## src/rtl/core/two_queues_shared_buffer_core_macros.svh

```systemverilog
// Assertion shorthands shared by the core's modules.
// Every check is sampled on clk_i and is off while rst_ni is low.
`ifndef TWO_QUEUES_SHARED_BUFFER_CORE_MACROS_SVH
`define TWO_QUEUES_SHARED_BUFFER_CORE_MACROS_SVH

// A property that must hold at every rising edge of clk_i.
`define TQSB_ASSERT(lbl, prop, msg) \
  lbl: assert property (@(posedge clk_i) disable iff (!rst_ni) (prop)) else $error(msg);

// A consequence that must hold in the cycle after its cause.
`define TQSB_ASSERT_NEXT(lbl, ante, cons, msg) \
  lbl: assert property (@(posedge clk_i) disable iff (!rst_ni) (ante) |=> (cons)) \
    else $error(msg);

`endif

```

## src/rtl/core/tqsb_pkg.sv

```systemverilog
package tqsb_pkg;

  // Number of buffer slots shared by the two queues.
  localparam int SLOTS     = 16;
  localparam int ADDR_W    = $clog2(SLOTS);
  // Signed pointer width: holds -1 and SLOTS.
  localparam int PTR_W     = $clog2(SLOTS) + 2;
  localparam int DATA_W    = 32;
  localparam int REQ_W     = 3;
  localparam int SLOT_W    = 4;
  // A listing stops after this many results.
  localparam int LIST_MAX  = 16;
  localparam int CNT_W     = $clog2(LIST_MAX);

  typedef logic [ADDR_W-1:0]        addr_t;
  typedef logic signed [PTR_W-1:0]  ptr_t;
  typedef logic [SLOT_W-1:0]        slot_t;
  typedef logic [CNT_W-1:0]         cnt_t;
  typedef logic signed [DATA_W-1:0] data_t;

  typedef enum logic [REQ_W-1:0] {
    REQ_PUSH_L = 3'd0,
    REQ_POP_L  = 3'd1,
    REQ_LIST_L = 3'd2,
    REQ_PUSH_R = 3'd3,
    REQ_POP_R  = 3'd4,
    REQ_LIST_R = 3'd5
  } req_e;

  typedef enum logic [1:0] {
    ST_OK    = 2'd0,
    ST_OVF   = 2'd1,
    ST_EMPTY = 2'd2
  } status_e;

  // One result item handed from the controller to the output register.
  typedef struct packed {
    status_e status;
    slot_t   slot;
    data_t   data;
    logic    last;
  } res_t;

endpackage

```

## src/rtl/core/two_queues_shared_buffer_core.sv

```systemverilog
// Channel | Handshake                | Payload
// --------+--------------------------+------------------------------------------
// in      | in_valid_i / in_ready_o  | req_type_i, push_value_i
// out     | out_valid_o / out_ready_i| status_o, slot_o, data_out_o, last_o
//
// One request is worked on at a time. A push or a failed request is answered from
// S_EXEC; a pop or a listing issues a registered read of the buffer RAM there and
// is answered from S_READ, one buffer entry per result.
// A result register sits on the output, so a new request is taken while a result waits.
// rst_ni clears the queue pointers and control state; the buffer RAM is not cleared.
// A stalled output holds the controller in place; nothing is dropped or repeated.
module two_queues_shared_buffer_core (
  input  logic                               clk_i,
  input  logic                               rst_ni,
  input  logic                               in_valid_i,
  output logic                               in_ready_o,
  input  logic [tqsb_pkg::REQ_W-1:0]         req_type_i,
  input  logic signed [tqsb_pkg::DATA_W-1:0] push_value_i,
  output logic                               out_valid_o,
  input  logic                               out_ready_i,
  output logic [1:0]                         status_o,
  output logic [tqsb_pkg::SLOT_W-1:0]        slot_o,
  output logic signed [tqsb_pkg::DATA_W-1:0] data_out_o,
  output logic                               last_o
);

  logic                          res_valid, res_ready;
  tqsb_pkg::res_t                res;
  logic                          ram_we, ram_re;
  tqsb_pkg::addr_t               ram_waddr, ram_raddr;
  logic [tqsb_pkg::DATA_W-1:0]   ram_wdata, ram_rdata;
  logic                          out_valid_q, out_valid_d;
  tqsb_pkg::res_t                out_q;

  tqsb_ctrl u_ctrl (
    .clk_i        (clk_i),
    .rst_ni       (rst_ni),
    .in_valid_i   (in_valid_i),
    .in_ready_o   (in_ready_o),
    .req_type_i   (req_type_i),
    .push_value_i (push_value_i),
    .res_valid_o  (res_valid),
    .res_ready_i  (res_ready),
    .res_o        (res),
    .ram_we_o     (ram_we),
    .ram_waddr_o  (ram_waddr),
    .ram_wdata_o  (ram_wdata),
    .ram_re_o     (ram_re),
    .ram_raddr_o  (ram_raddr),
    .ram_rdata_i  (ram_rdata)
  );

  tqsb_ram #(
    .WIDTH (tqsb_pkg::DATA_W),
    .DEPTH (tqsb_pkg::SLOTS)
  ) u_buf (
    .clk_i   (clk_i),
    .we_i    (ram_we),
    .waddr_i (ram_waddr),
    .wdata_i (ram_wdata),
    .re_i    (ram_re),
    .raddr_i (ram_raddr),
    .rdata_o (ram_rdata)
  );

  // The result register takes a new transaction whenever it is empty or drains now.
  assign res_ready   = !out_valid_q || out_ready_i;
  assign out_valid_d = res_valid || (out_valid_q && !out_ready_i);

  always_ff @(posedge clk_i or negedge rst_ni) begin
    if (!rst_ni) begin
      out_valid_q <= 1'b0;
    end else begin
      out_valid_q <= out_valid_d;
    end
  end

  always_ff @(posedge clk_i) begin
    if (res_valid && res_ready) begin
      out_q <= res;
    end
  end

  assign out_valid_o = out_valid_q;
  assign status_o    = out_q.status;
  assign slot_o      = out_q.slot;
  assign data_out_o  = out_q.data;
  assign last_o      = out_q.last;

endmodule

```

## src/rtl/core/tqsb_ram.sv

```systemverilog
module tqsb_ram #(
  parameter int WIDTH = 32,
  parameter int DEPTH = 16
) (
  input  logic                     clk_i,
  input  logic                     we_i,
  input  logic [$clog2(DEPTH)-1:0] waddr_i,
  input  logic [WIDTH-1:0]         wdata_i,
  input  logic                     re_i,
  input  logic [$clog2(DEPTH)-1:0] raddr_i,
  output logic [WIDTH-1:0]         rdata_o
);

  logic [WIDTH-1:0] mem_q [DEPTH];
  logic [WIDTH-1:0] rdata_q;

  always_ff @(posedge clk_i) begin
    if (we_i) begin
      mem_q[waddr_i] <= wdata_i;
    end
    if (re_i) begin
      rdata_q <= mem_q[raddr_i];
    end
  end

  assign rdata_o = rdata_q;

endmodule

```

## src/rtl/core/tqsb_ctrl.sv

```systemverilog
`include "two_queues_shared_buffer_core_macros.svh"

module tqsb_ctrl (
  input  logic                           clk_i,
  input  logic                           rst_ni,
  input  logic                           in_valid_i,
  output logic                           in_ready_o,
  input  logic [tqsb_pkg::REQ_W-1:0]     req_type_i,
  input  tqsb_pkg::data_t                push_value_i,
  output logic                           res_valid_o,
  input  logic                           res_ready_i,
  output tqsb_pkg::res_t                 res_o,
  output logic                           ram_we_o,
  output tqsb_pkg::addr_t                ram_waddr_o,
  output logic [tqsb_pkg::DATA_W-1:0]    ram_wdata_o,
  output logic                           ram_re_o,
  output tqsb_pkg::addr_t                ram_raddr_o,
  input  logic [tqsb_pkg::DATA_W-1:0]    ram_rdata_i
);

  typedef enum logic [1:0] {
    S_IDLE,
    S_EXEC,
    S_READ
  } state_e;

  state_e                       state_q, state_d;
  logic [tqsb_pkg::REQ_W-1:0]   req_q;
  tqsb_pkg::data_t              val_q;
  tqsb_pkg::ptr_t               left_front_q, left_front_d;
  tqsb_pkg::ptr_t               left_rear_q, left_rear_d;
  tqsb_pkg::ptr_t               right_front_q, right_front_d;
  tqsb_pkg::ptr_t               right_rear_q, right_rear_d;
  tqsb_pkg::ptr_t               idx_q, idx_d;
  tqsb_pkg::cnt_t               cnt_q, cnt_d;

  logic           left_empty, right_empty, full;
  logic           side_right, is_pop, fin, res_fire;
  tqsb_pkg::ptr_t push_idx, rear, next_idx;

  assign left_empty  = (left_front_q < 0) || (left_front_q > left_rear_q);
  assign right_empty = (right_front_q >= tqsb_pkg::SLOTS) || (right_front_q < right_rear_q);
  assign full        = (right_rear_q - left_rear_q) < 2;

  assign side_right = (req_q == tqsb_pkg::REQ_PUSH_R) || (req_q == tqsb_pkg::REQ_POP_R) ||
                      (req_q == tqsb_pkg::REQ_LIST_R);
  assign is_pop     = (req_q == tqsb_pkg::REQ_POP_L) || (req_q == tqsb_pkg::REQ_POP_R);
  assign push_idx   = side_right ? (right_rear_q - tqsb_pkg::ptr_t'(1))
                                 : (left_rear_q + tqsb_pkg::ptr_t'(1));
  assign rear       = side_right ? right_rear_q : left_rear_q;
  assign next_idx   = side_right ? (idx_q - tqsb_pkg::ptr_t'(1))
                                 : (idx_q + tqsb_pkg::ptr_t'(1));
  assign fin        = is_pop || (idx_q == rear) ||
                      (cnt_q == tqsb_pkg::cnt_t'(tqsb_pkg::LIST_MAX - 1));
  assign res_fire   = res_valid_o && res_ready_i;

  assign in_ready_o  = (state_q == S_IDLE);
  assign ram_wdata_o = val_q;

  always_comb begin
    state_d       = state_q;
    left_front_d  = left_front_q;
    left_rear_d   = left_rear_q;
    right_front_d = right_front_q;
    right_rear_d  = right_rear_q;
    idx_d         = idx_q;
    cnt_d         = cnt_q;
    res_valid_o   = 1'b0;
    res_o.status  = tqsb_pkg::ST_OK;
    res_o.slot    = '0;
    res_o.data    = '0;
    res_o.last    = 1'b1;
    ram_we_o      = 1'b0;
    ram_waddr_o   = tqsb_pkg::addr_t'(push_idx);
    ram_re_o      = 1'b0;
    ram_raddr_o   = tqsb_pkg::addr_t'(idx_q);

    case (state_q)
      S_IDLE: begin
        if (in_valid_i) begin
          state_d = S_EXEC;
        end
      end
      S_EXEC: begin
        case (req_q)
          tqsb_pkg::REQ_PUSH_L, tqsb_pkg::REQ_PUSH_R: begin
            res_valid_o = 1'b1;
            if (full) begin
              res_o.status = tqsb_pkg::ST_OVF;
            end else begin
              res_o.slot = tqsb_pkg::slot_t'($unsigned(push_idx));
            end
            // Memory and pointers change only once the result is handed over.
            if (res_fire) begin
              state_d = S_IDLE;
              if (!full) begin
                ram_we_o = 1'b1;
                if (side_right) begin
                  right_rear_d = push_idx;
                  if (right_front_q >= tqsb_pkg::SLOTS) begin
                    right_front_d = push_idx;
                  end
                end else begin
                  left_rear_d = push_idx;
                  if (left_front_q < 0) begin
                    left_front_d = push_idx;
                  end
                end
              end
            end
          end
          tqsb_pkg::REQ_POP_L, tqsb_pkg::REQ_LIST_L,
          tqsb_pkg::REQ_POP_R, tqsb_pkg::REQ_LIST_R: begin
            if (side_right ? right_empty : left_empty) begin
              res_valid_o  = 1'b1;
              res_o.status = tqsb_pkg::ST_EMPTY;
              if (res_fire) begin
                state_d = S_IDLE;
              end
            end else begin
              idx_d       = side_right ? right_front_q : left_front_q;
              cnt_d       = '0;
              ram_re_o    = 1'b1;
              ram_raddr_o = tqsb_pkg::addr_t'(idx_d);
              state_d     = S_READ;
            end
          end
          default: begin
            state_d = S_IDLE;
          end
        endcase
      end
      S_READ: begin
        // The read data register holds its value until the next read is issued.
        res_valid_o = 1'b1;
        res_o.slot  = tqsb_pkg::slot_t'($unsigned(idx_q));
        res_o.data  = ram_rdata_i;
        res_o.last  = fin;
        if (res_fire) begin
          if (is_pop) begin
            if (side_right) begin
              right_front_d = right_front_q - tqsb_pkg::ptr_t'(1);
            end else begin
              left_front_d = left_front_q + tqsb_pkg::ptr_t'(1);
            end
          end
          if (fin) begin
            state_d = S_IDLE;
          end else begin
            idx_d       = next_idx;
            cnt_d       = cnt_q + tqsb_pkg::cnt_t'(1);
            ram_re_o    = 1'b1;
            ram_raddr_o = tqsb_pkg::addr_t'(next_idx);
          end
        end
      end
      default: begin
        state_d = S_IDLE;
      end
    endcase
  end

  always_ff @(posedge clk_i or negedge rst_ni) begin
    if (!rst_ni) begin
      state_q       <= S_IDLE;
      left_front_q  <= tqsb_pkg::ptr_t'(-1);
      left_rear_q   <= tqsb_pkg::ptr_t'(-1);
      right_front_q <= tqsb_pkg::ptr_t'(tqsb_pkg::SLOTS);
      right_rear_q  <= tqsb_pkg::ptr_t'(tqsb_pkg::SLOTS);
      idx_q         <= '0;
      cnt_q         <= '0;
    end else begin
      state_q       <= state_d;
      left_front_q  <= left_front_d;
      left_rear_q   <= left_rear_d;
      right_front_q <= right_front_d;
      right_rear_q  <= right_rear_d;
      idx_q         <= idx_d;
      cnt_q         <= cnt_d;
    end
  end

  always_ff @(posedge clk_i) begin
    if (in_valid_i && in_ready_o) begin
      req_q <= req_type_i;
      val_q <= push_value_i;
    end
  end

  `TQSB_ASSERT(a_rears_apart, left_rear_q < right_rear_q, "queue rears crossed")
  `TQSB_ASSERT(a_read_in_range, (state_q != S_READ) || ((idx_q >= 0) && (idx_q < tqsb_pkg::SLOTS)), "read slot outside buffer")
  `TQSB_ASSERT_NEXT(a_write_moves_rear, ram_we_o, (left_rear_q != $past(left_rear_q)) || (right_rear_q != $past(right_rear_q)), "buffer write without rear update")
  `TQSB_ASSERT_NEXT(a_list_continues, (state_q == S_READ) && res_fire && !fin, state_q == S_READ, "listing ended early")

endmodule
```

## config.mk

```make
export PLATFORM = sky130hd
export DESIGN_NAME = two_queues_shared_buffer_core
export DESIGN_NICKNAME = d
export VERILOG_FILES = /design/src/rtl/core/tqsb_pkg.sv /design/src/rtl/core/two_queues_shared_buffer_core.sv /design/src/rtl/core/tqsb_ram.sv /design/src/rtl/core/tqsb_ctrl.sv
export VERILOG_INCLUDE_DIRS = /design/src /design/src/rtl/core
export SDC_FILE = /design/constraint.sdc
export NUM_CORES = 1
export LEC_CHECK = 0
export ABC_CLOCK_PERIOD_IN_PS = 7620
export BUFFER_PORTS_ARGS = -buffer_cell sky130_fd_sc_hd__buf_4
export CAP_MARGIN = 40
export CORE_ASPECT_RATIO = 1.75
export CORE_MARGIN = 2
export CORE_UTILIZATION = 55
export CTS_CLUSTER_DIAMETER = 60
export DETAILED_ROUTE_END_ITERATION = 16
export HOLD_SLACK_MARGIN = 0.05
export PLACE_DENSITY_LB_ADDON = 0.05
export SETUP_SLACK_MARGIN = 0.15
export SLEW_MARGIN = 5
export SYNTH_ARGS = -nofsm -noshare
export SYNTH_HDL_FRONTEND = slang
export SYNTH_SLANG_ARGS = --single-unit
```

## constraint.sdc

```tcl
create_clock -name clk_i -period 7.62 [get_ports clk_i]
set_input_delay 0.381 -clock clk_i [delete_from_list [all_inputs] [get_ports clk_i]]
set_output_delay 0.381 -clock clk_i [all_outputs]
set_load 0.02 [all_outputs]
```

======== Yosys cells after proc, flatten, opt, wreduce, memory -nomap -nowiden ========
Memory sizes are Yosys's and may differ from the RTL's. A register that Yosys moved wholly into a read port is not among the register bits.
Cells that the tools add are included.
word-level totals
  output and inout bits ................... 41
  bits in registers ....................... 111
  RAM bits ................................ 512
  logic and storage cells ................. 145
  memories ................................ 1
memories
  memory       depth  bits a word  rd ports  clocked after memory_dff  write ports  RTL line        text
  u_buf.mem_q  16     32           1         1                         1            tqsb_ram.sv:14  logic [WIDTH-1:0] mem_q [DEPTH];
operators by class
  $add $sub $neg .......................... 8
  reductions and logical operators ........ 25
  $lt $le $gt $ge ......................... 5
  equality and inequality tests ........... 25
  bitwise logic cells ..................... 2
  muxes and demuxes ....................... 65
operators with widths
  kind                                                  number
  2-to-1 mux 6 bit                                      24
  2-to-1 mux 4 bit                                      10
  case mux 6 bit (2 select lines)                       3
  < comparator 32 x 3 -> 1 bit (second input constant)  1
  case mux 4 bit (2 select lines)                       3
  adder 6 x 2 -> 6 bit (second input constant)          3
  AND reduction 9 bit                                   2
  subtractor 6 x 2 -> 6 bit (second input constant)     3
  != test 2 x 1 -> 1 bit (second input constant)        8
  != test 2 bit (second input constant)                 8
  AND reduction 5 bit                                   3
  2-to-1 mux 1 bit                                      13
  2-to-1 mux 2 bit                                      6
  logical OR 1 bit                                      9
  case mux 2 bit (2 select lines)                       2
  subtractor 6 x 6 -> 7 bit                             1
  == test 3 x 2 -> 1 bit (second input constant)        2
  == test 3 bit (second input constant)                 2
  == test 6 bit                                         1
  >= comparator 6 bit (second input constant)           1
  greater-than comparator 6 bit                         1
  < comparator 6 x 1 -> 1 bit (second input constant)   1
  < comparator 6 bit                                    1
  case mux 1 bit (2 select lines)                       3
  other kinds (15)                                      19

======== Longest topological paths before layout ========
  depth in word-level cells ............... 13
  mapped depth ............................ 16
  gate-level depth less buffers ........... 12

======== By module ========
A second synthesis with hierarchy kept.
second synthesis, totals
  cell total of the unflattened synthesis .. 1,397
  area total of the unflattened synthesis .. 26,390.3 um^2
by module, submodules not included
  module                         cells each  times used  area an instance (um^2)
  tqsb_ram                       838         1           20,155.6
  tqsb_ctrl                      516         1           5,009.8
  two_queues_shared_buffer_core  43          1           1,224.9

======== Least setup slack after synthesis ========
OpenSTA, ideal clock, no wires.
  path type ............................... reg-to-reg
  from .................................... register u_ctrl.left_rear_q[2]
  to ...................................... memory u_buf.mem_q[9][0] (enable)
  required time ........................... 7,199 ps
  path slack .............................. 2,317 ps
  cell stages (with the launch flop) ...... 13
  arrival time ............................ 4,882 ps
  cell sequence ........................... dfstp_2 inv_1 ha_1 a21oi_1 a21o_1 a211o_1 nand4_1 o21a_1 nand2_1 inv_1 nand2_1 or4_1 nor2_1
on the way
  cells in the longest elaborated chain, start to end .. 12
  elaborated cells on any way between the ends .. 17
  classes of those cells .................. add/sub (2); order compare (2); mux (11); reduce/logical (2)
RTL lines
  item                                                                                   RTL line          text
  start: declaration                                                                     tqsb_ctrl.sv:31   tqsb_pkg::ptr_t left_rear_q, left_rear_d;
  start signal: assignment                                                               tqsb_ctrl.sv:167  left_rear_q <= tqsb_pkg::ptr_t'(-1);
  start signal: assignment                                                               tqsb_ctrl.sv:175  left_rear_q <= left_rear_d;
  parallel branches: the longest is 12 deep, another holds < comparator 32 x 3 -> 1 bit  --
  end: declaration                                                                       tqsb_ram.sv:14
Several ways; the timed one is not identified.

======== Worst setup path after layout ========
  from .................................... register u_ctrl.req_q[2] (netlist name)
  to ...................................... memory u_buf.mem_q[1][9] (enable)
on the way
  cells in the longest elaborated chain, start to end .. 13
  elaborated cells on any way between the ends .. 21
  classes of those cells .................. eq/ne (5); mux (10); reduce/logical (6)
RTL lines
  item                                                     RTL line                          text
  start: declaration                                       tqsb_ctrl.sv:28                   logic [tqsb_pkg::REQ_W-1:0] req_q;
  start signal: assignment                                 tqsb_ctrl.sv:185                  req_q <= req_type_i;
  == test 3 x 2 -> 1 bit or == test 3 bit (tied branches)  tqsb_ctrl.sv:45, tqsb_ctrl.sv:85
  logical OR 1 bit (2 in a row)                            tqsb_ctrl.sv:45                   assign side_right = (req_q == tqsb_pkg::REQ_PUSH_R) || (req_q == tqsb_pkg::REQ_POP_R) ||
  2-to-1 mux 1 bit (2 in a row)                            tqsb_ctrl.sv:114                  if (side_right ? right_empty : left_empty) begin
  case mux 1 bit (2 select lines)                          tqsb_ctrl.sv:85                   case (req_q)
  case mux 1 bit (2 select lines)                          tqsb_ctrl.sv:78                   case (state_q)
  logical AND 1 bit                                        tqsb_ctrl.sv:55                   assign res_fire = res_valid_o && res_ready_i;
  2-to-1 mux 1 bit                                         tqsb_ctrl.sv:94                   if (res_fire) begin
  2-to-1 mux 1 bit                                         tqsb_ctrl.sv:85
  2-to-1 mux 1 bit                                         tqsb_ctrl.sv:78
  2-to-1 mux 1 bit                                         tqsb_ram.sv:18                    if (we_i) begin
  2-to-1 mux 1 bit (implied by the code)                   tqsb_ram.sv:19                    mem_q[waddr_i] <= wdata_i;
Several ways; a longest one is shown, not always the timed one.

==> flow_summary.toml <==
[drt]
drt-initial-drc-count = 1581
dr.pass1.iters = 5
antenna_left = 0
vias = 15800
drc = 0
avgRoutedWirePerCell_um = 27.6
wl_um = 69800
via_per_inst = 6.26

[cts]
cts_inserted_buffers = 57
clock_latency_ns = 0.61
cts.sinks = 655
ctsHoldBuffers = 36
cts_resized = 0
clk_pin_slew_ns = 0.07
postCtsSetupBuffers = 0
htree_levels = 2
cts_tree = "done"
root_buffer = "clkbuf_16"
cts_buffer_depth = 3

[sta]
fin_ws_ns = 1.95
fin_crit_sh_pct = 74.4
finalClockSkew_ns = 0.0132
final-setup-viol-count = 0
relSlewSlack_pct = 37.2
max_freq_ghz = 0.176
period_minus_slack_ns = 5.67
hold_viol = 0
worstMarginPinSlew_ns = 0.942
final.setup.tns_ns = 0
maxSlewViolCount = 0
rsz0062_at_grt = "false"

[final_layout]
multi_input_area_um2 = 7160
n_fill_cell = 3517
nets = 1894
area_delta_synth_final_pct = 13.7
antenna_cells = 0
drive_above_1_share_pct = 22.4
seq_area_um2 = 19500

[logic_synthesis]
ys_warn_count = 0
synth-seq-cells = 655
syn_avg_cell_area_um2 = 15.9
syn-cell-area_um2 = 27200
synth_cell_types = 76
synthArstFlopShare_pct = 5.65
yosysSeqAreaShare_pct = 71.6
syn-num-nets = 1778
synth-edff-count = 618
synth_ff_type = "edfxtp_1"
netlist_instances = 1709

[floorplanning]
die_height_um = 298
ios = 80
initial_core_util_pct = 55.8
num_rows = 107
dieArea_um2 = 51400
core_area_um2 = 48900
die_x_um = 172

[grt]
antenna_found_initial = 0
grt_first_pass_wirelength_um = 104000
grtUsageTotal_pct = 27.7
grt_start_max_net_pins = 65
grt_pass1_vias = 16300
grt-ovfl-total = 0

[power_and_ir_drop]
ir_drop_v = 0.000434
power_frac_clock_pct = 22.5
p_int_mw = 8.20
netSwitchingFraction_pct = 38.6
sequentialPowerShare_pct = 35.2
powerDensity_nw_per_um2 = 431
p_comb_share_pct = 42.3
p_sw_mw = 5.16
leakage_nw = 10.3

[placement]
hpwlAfterDp_um = 41500
gp_congestion = 0.956
portBuffers = 79
dp_slack_ns = 1.90

[hold_path]
hold_path.class = "in -> reg"

[worst_setup_path]
required_ns = 7.89
cp_max_fo = 21
critPathLaunchType = "flip-flop"
timing_worst_setup_path_type = "reg -> reg"
end_kind = "flip-flop"
crit_arrival_ns = 5.94

[status]
status = "finished clean"

[job]
drv_cap = 0
[per-layer routing]
metal	vias up	wire length, um	global-route usage (%)
met2	583	37300	49.5
li1	6945	-	-
met5	-	0	0
met4	0	3310	11.8
met3	175	3460	2.89
met1	8108	25700	34.0
[state kept, by name, summed over array words and instances (netlist names)]
register and cells:
u_buf.rdata_o 32, data_out_o 32, u_ctrl.left_front_q 6, u_ctrl.req_q 3, u_ctrl.state_q 2, u_ctrl.cnt_q 4, u_ctrl.ram_wdata_o 32, slot_o 4
last_o 1, u_ctrl.idx_q 6, u_ctrl.right_rear_q 6, status_o 2, u_buf.mem_q 512, u_ctrl.right_front_q 6, u_ctrl.left_rear_q 6, out_valid_o 1
[final cells by class]
| class | count | area share [%] |
|---|---|---|
| multi-input combinational | 904 | 23.1 |
| clock inverter | 39 | 1.48 |
| sequential | 655 | 62.9 |
| tap | 654 | 2.64 |
| inverter | 45 | 0.545 |
| timing repair buffer | 162 | 4.50 |
| clock buffer | 68 | 4.80 |
[power groups by stage]
| stage | Clock, mW | Sequential [mW] | Combinational (mW) |
|---|---|---|---|
| CTS | 3.06 | 4.71 | 5.70 |
| floorplan | 0 | 4.72 | 4.00 |
| global route | 3.18 | 4.74 | 6.06 |
| detailed placement | 0 | 4.78 | 5.67 |
| global placement | 0 | 4.77 | 5.54 |
| finish | 3.01 | 4.71 | 5.65 |
[kinds of logic (layout without fill, tap and decap cells)]
family,count (synthesis),count (layout),synth area share [%]
AND/OR/NAND/NOR,444,444,8.44
adder cells (fa/ha/maj),30,30,1.43
flip-flops,655,655,71.6
AO/OA/AOI/OAI,260,260,6.29
XOR/XNOR,24,24,0.771
buffers and inverters,150,314,2.83
multiplexers,146,146,8.67
[metrics by stage]
step / utilization, % / cells / instance area [um^2] / hold slack [ns] / power [mW]
finish: 63.4 / 2527 / 31000 / 0.131 / 13.4
detailed placement: 58.7 / 2384 / 28700 / 0.403 / 10.5
CTS: 63.4 / 2527 / 31000 / 0.109 / 13.5
global route: 63.4 / 2527 / 31000 / 0.134 / 14.0
global placement: 58.4 / 2375 / 28500 / 0.392 / 10.3
floorplan: - / 1709 / 27200 / 0.0854 / 8.72
[worst max-delay path, cell delays in order (launching register included)]
cell and delay (ns):
edfxtp_1 0.54, nand3b_4 0.29, nand2_1 0.51, inv_2 0.29, or3_1 0.42, nand4_1 0.29
o21a_1 0.29, nand2_1 0.19, inv_2 0.48, nand2_1 0.20, or4_1 0.65, nor2_4 0.70
buf_4 0.44
[Yosys cell counts (9+ instances only)]
cell type,n,area share [%]
edfxtp_1,618,68
nand3_1,188,3.5
o21ai_0,85,1.6
mux2_2,76,3.1
o211ai_1,68,1.9
nand2_1,66,0.91
mux4_2,64,5.3
clkbuf_1,54,0.74
nor2_1,46,0.63
inv_1,44,0.61
a21oi_1,39,0.72
and2_1,38,0.87
nand4_1,38,0.87
ha_1,28,1.3
dfrtp_1,23,2.1
buf_6,20,0.83
buf_2,19,0.35
xnor2_1,17,0.55
and3_1,15,0.34
dfstp_2,14,1.4
nor3_1,14,0.26
a31oi_1,10,0.23
buf_4,9,0.25
[cells in the final DEF, fill, tap and decap left out, types with 17 or more instances in the layout]
master         count
dlygate4sd3_1     36
inv_1             42
edfxtp_1         618
dfrtp_1           23
xnor2_1           17
nand4_1           38
o211ai_1          68
a21oi_1           38
nor2_1            29
ha_1              27
nand3_1          188
nor2_4            17
o21ai_0           85
buf_4            117
nand2_1           64
and2_1            38
clkbuf_16         58
mux4_2            64
mux2_2            76
[final timing paths]
check / startpoint / endpoint / slack [ns] / cells past startpoint
max: u_ctrl.req_q[2] / u_buf.mem_q[1][9] / 1.95 / 12
min: in_valid_i / u_ctrl.state_q[0] / 0.13 / 3
max reg2reg: u_ctrl.req_q[2] / u_buf.mem_q[1][9] / 1.95 / 12
min reg2reg: u_buf.rdata_o[23] / data_out_o[23] / 0.52 / 1
max in group asynchronous: rst_ni / u_ctrl.left_front_q[5] / 6.91 / 2
min in group asynchronous: rst_ni / u_ctrl.cnt_q[2] / 0.30 / 2
(Power assumes the default switching activity.)
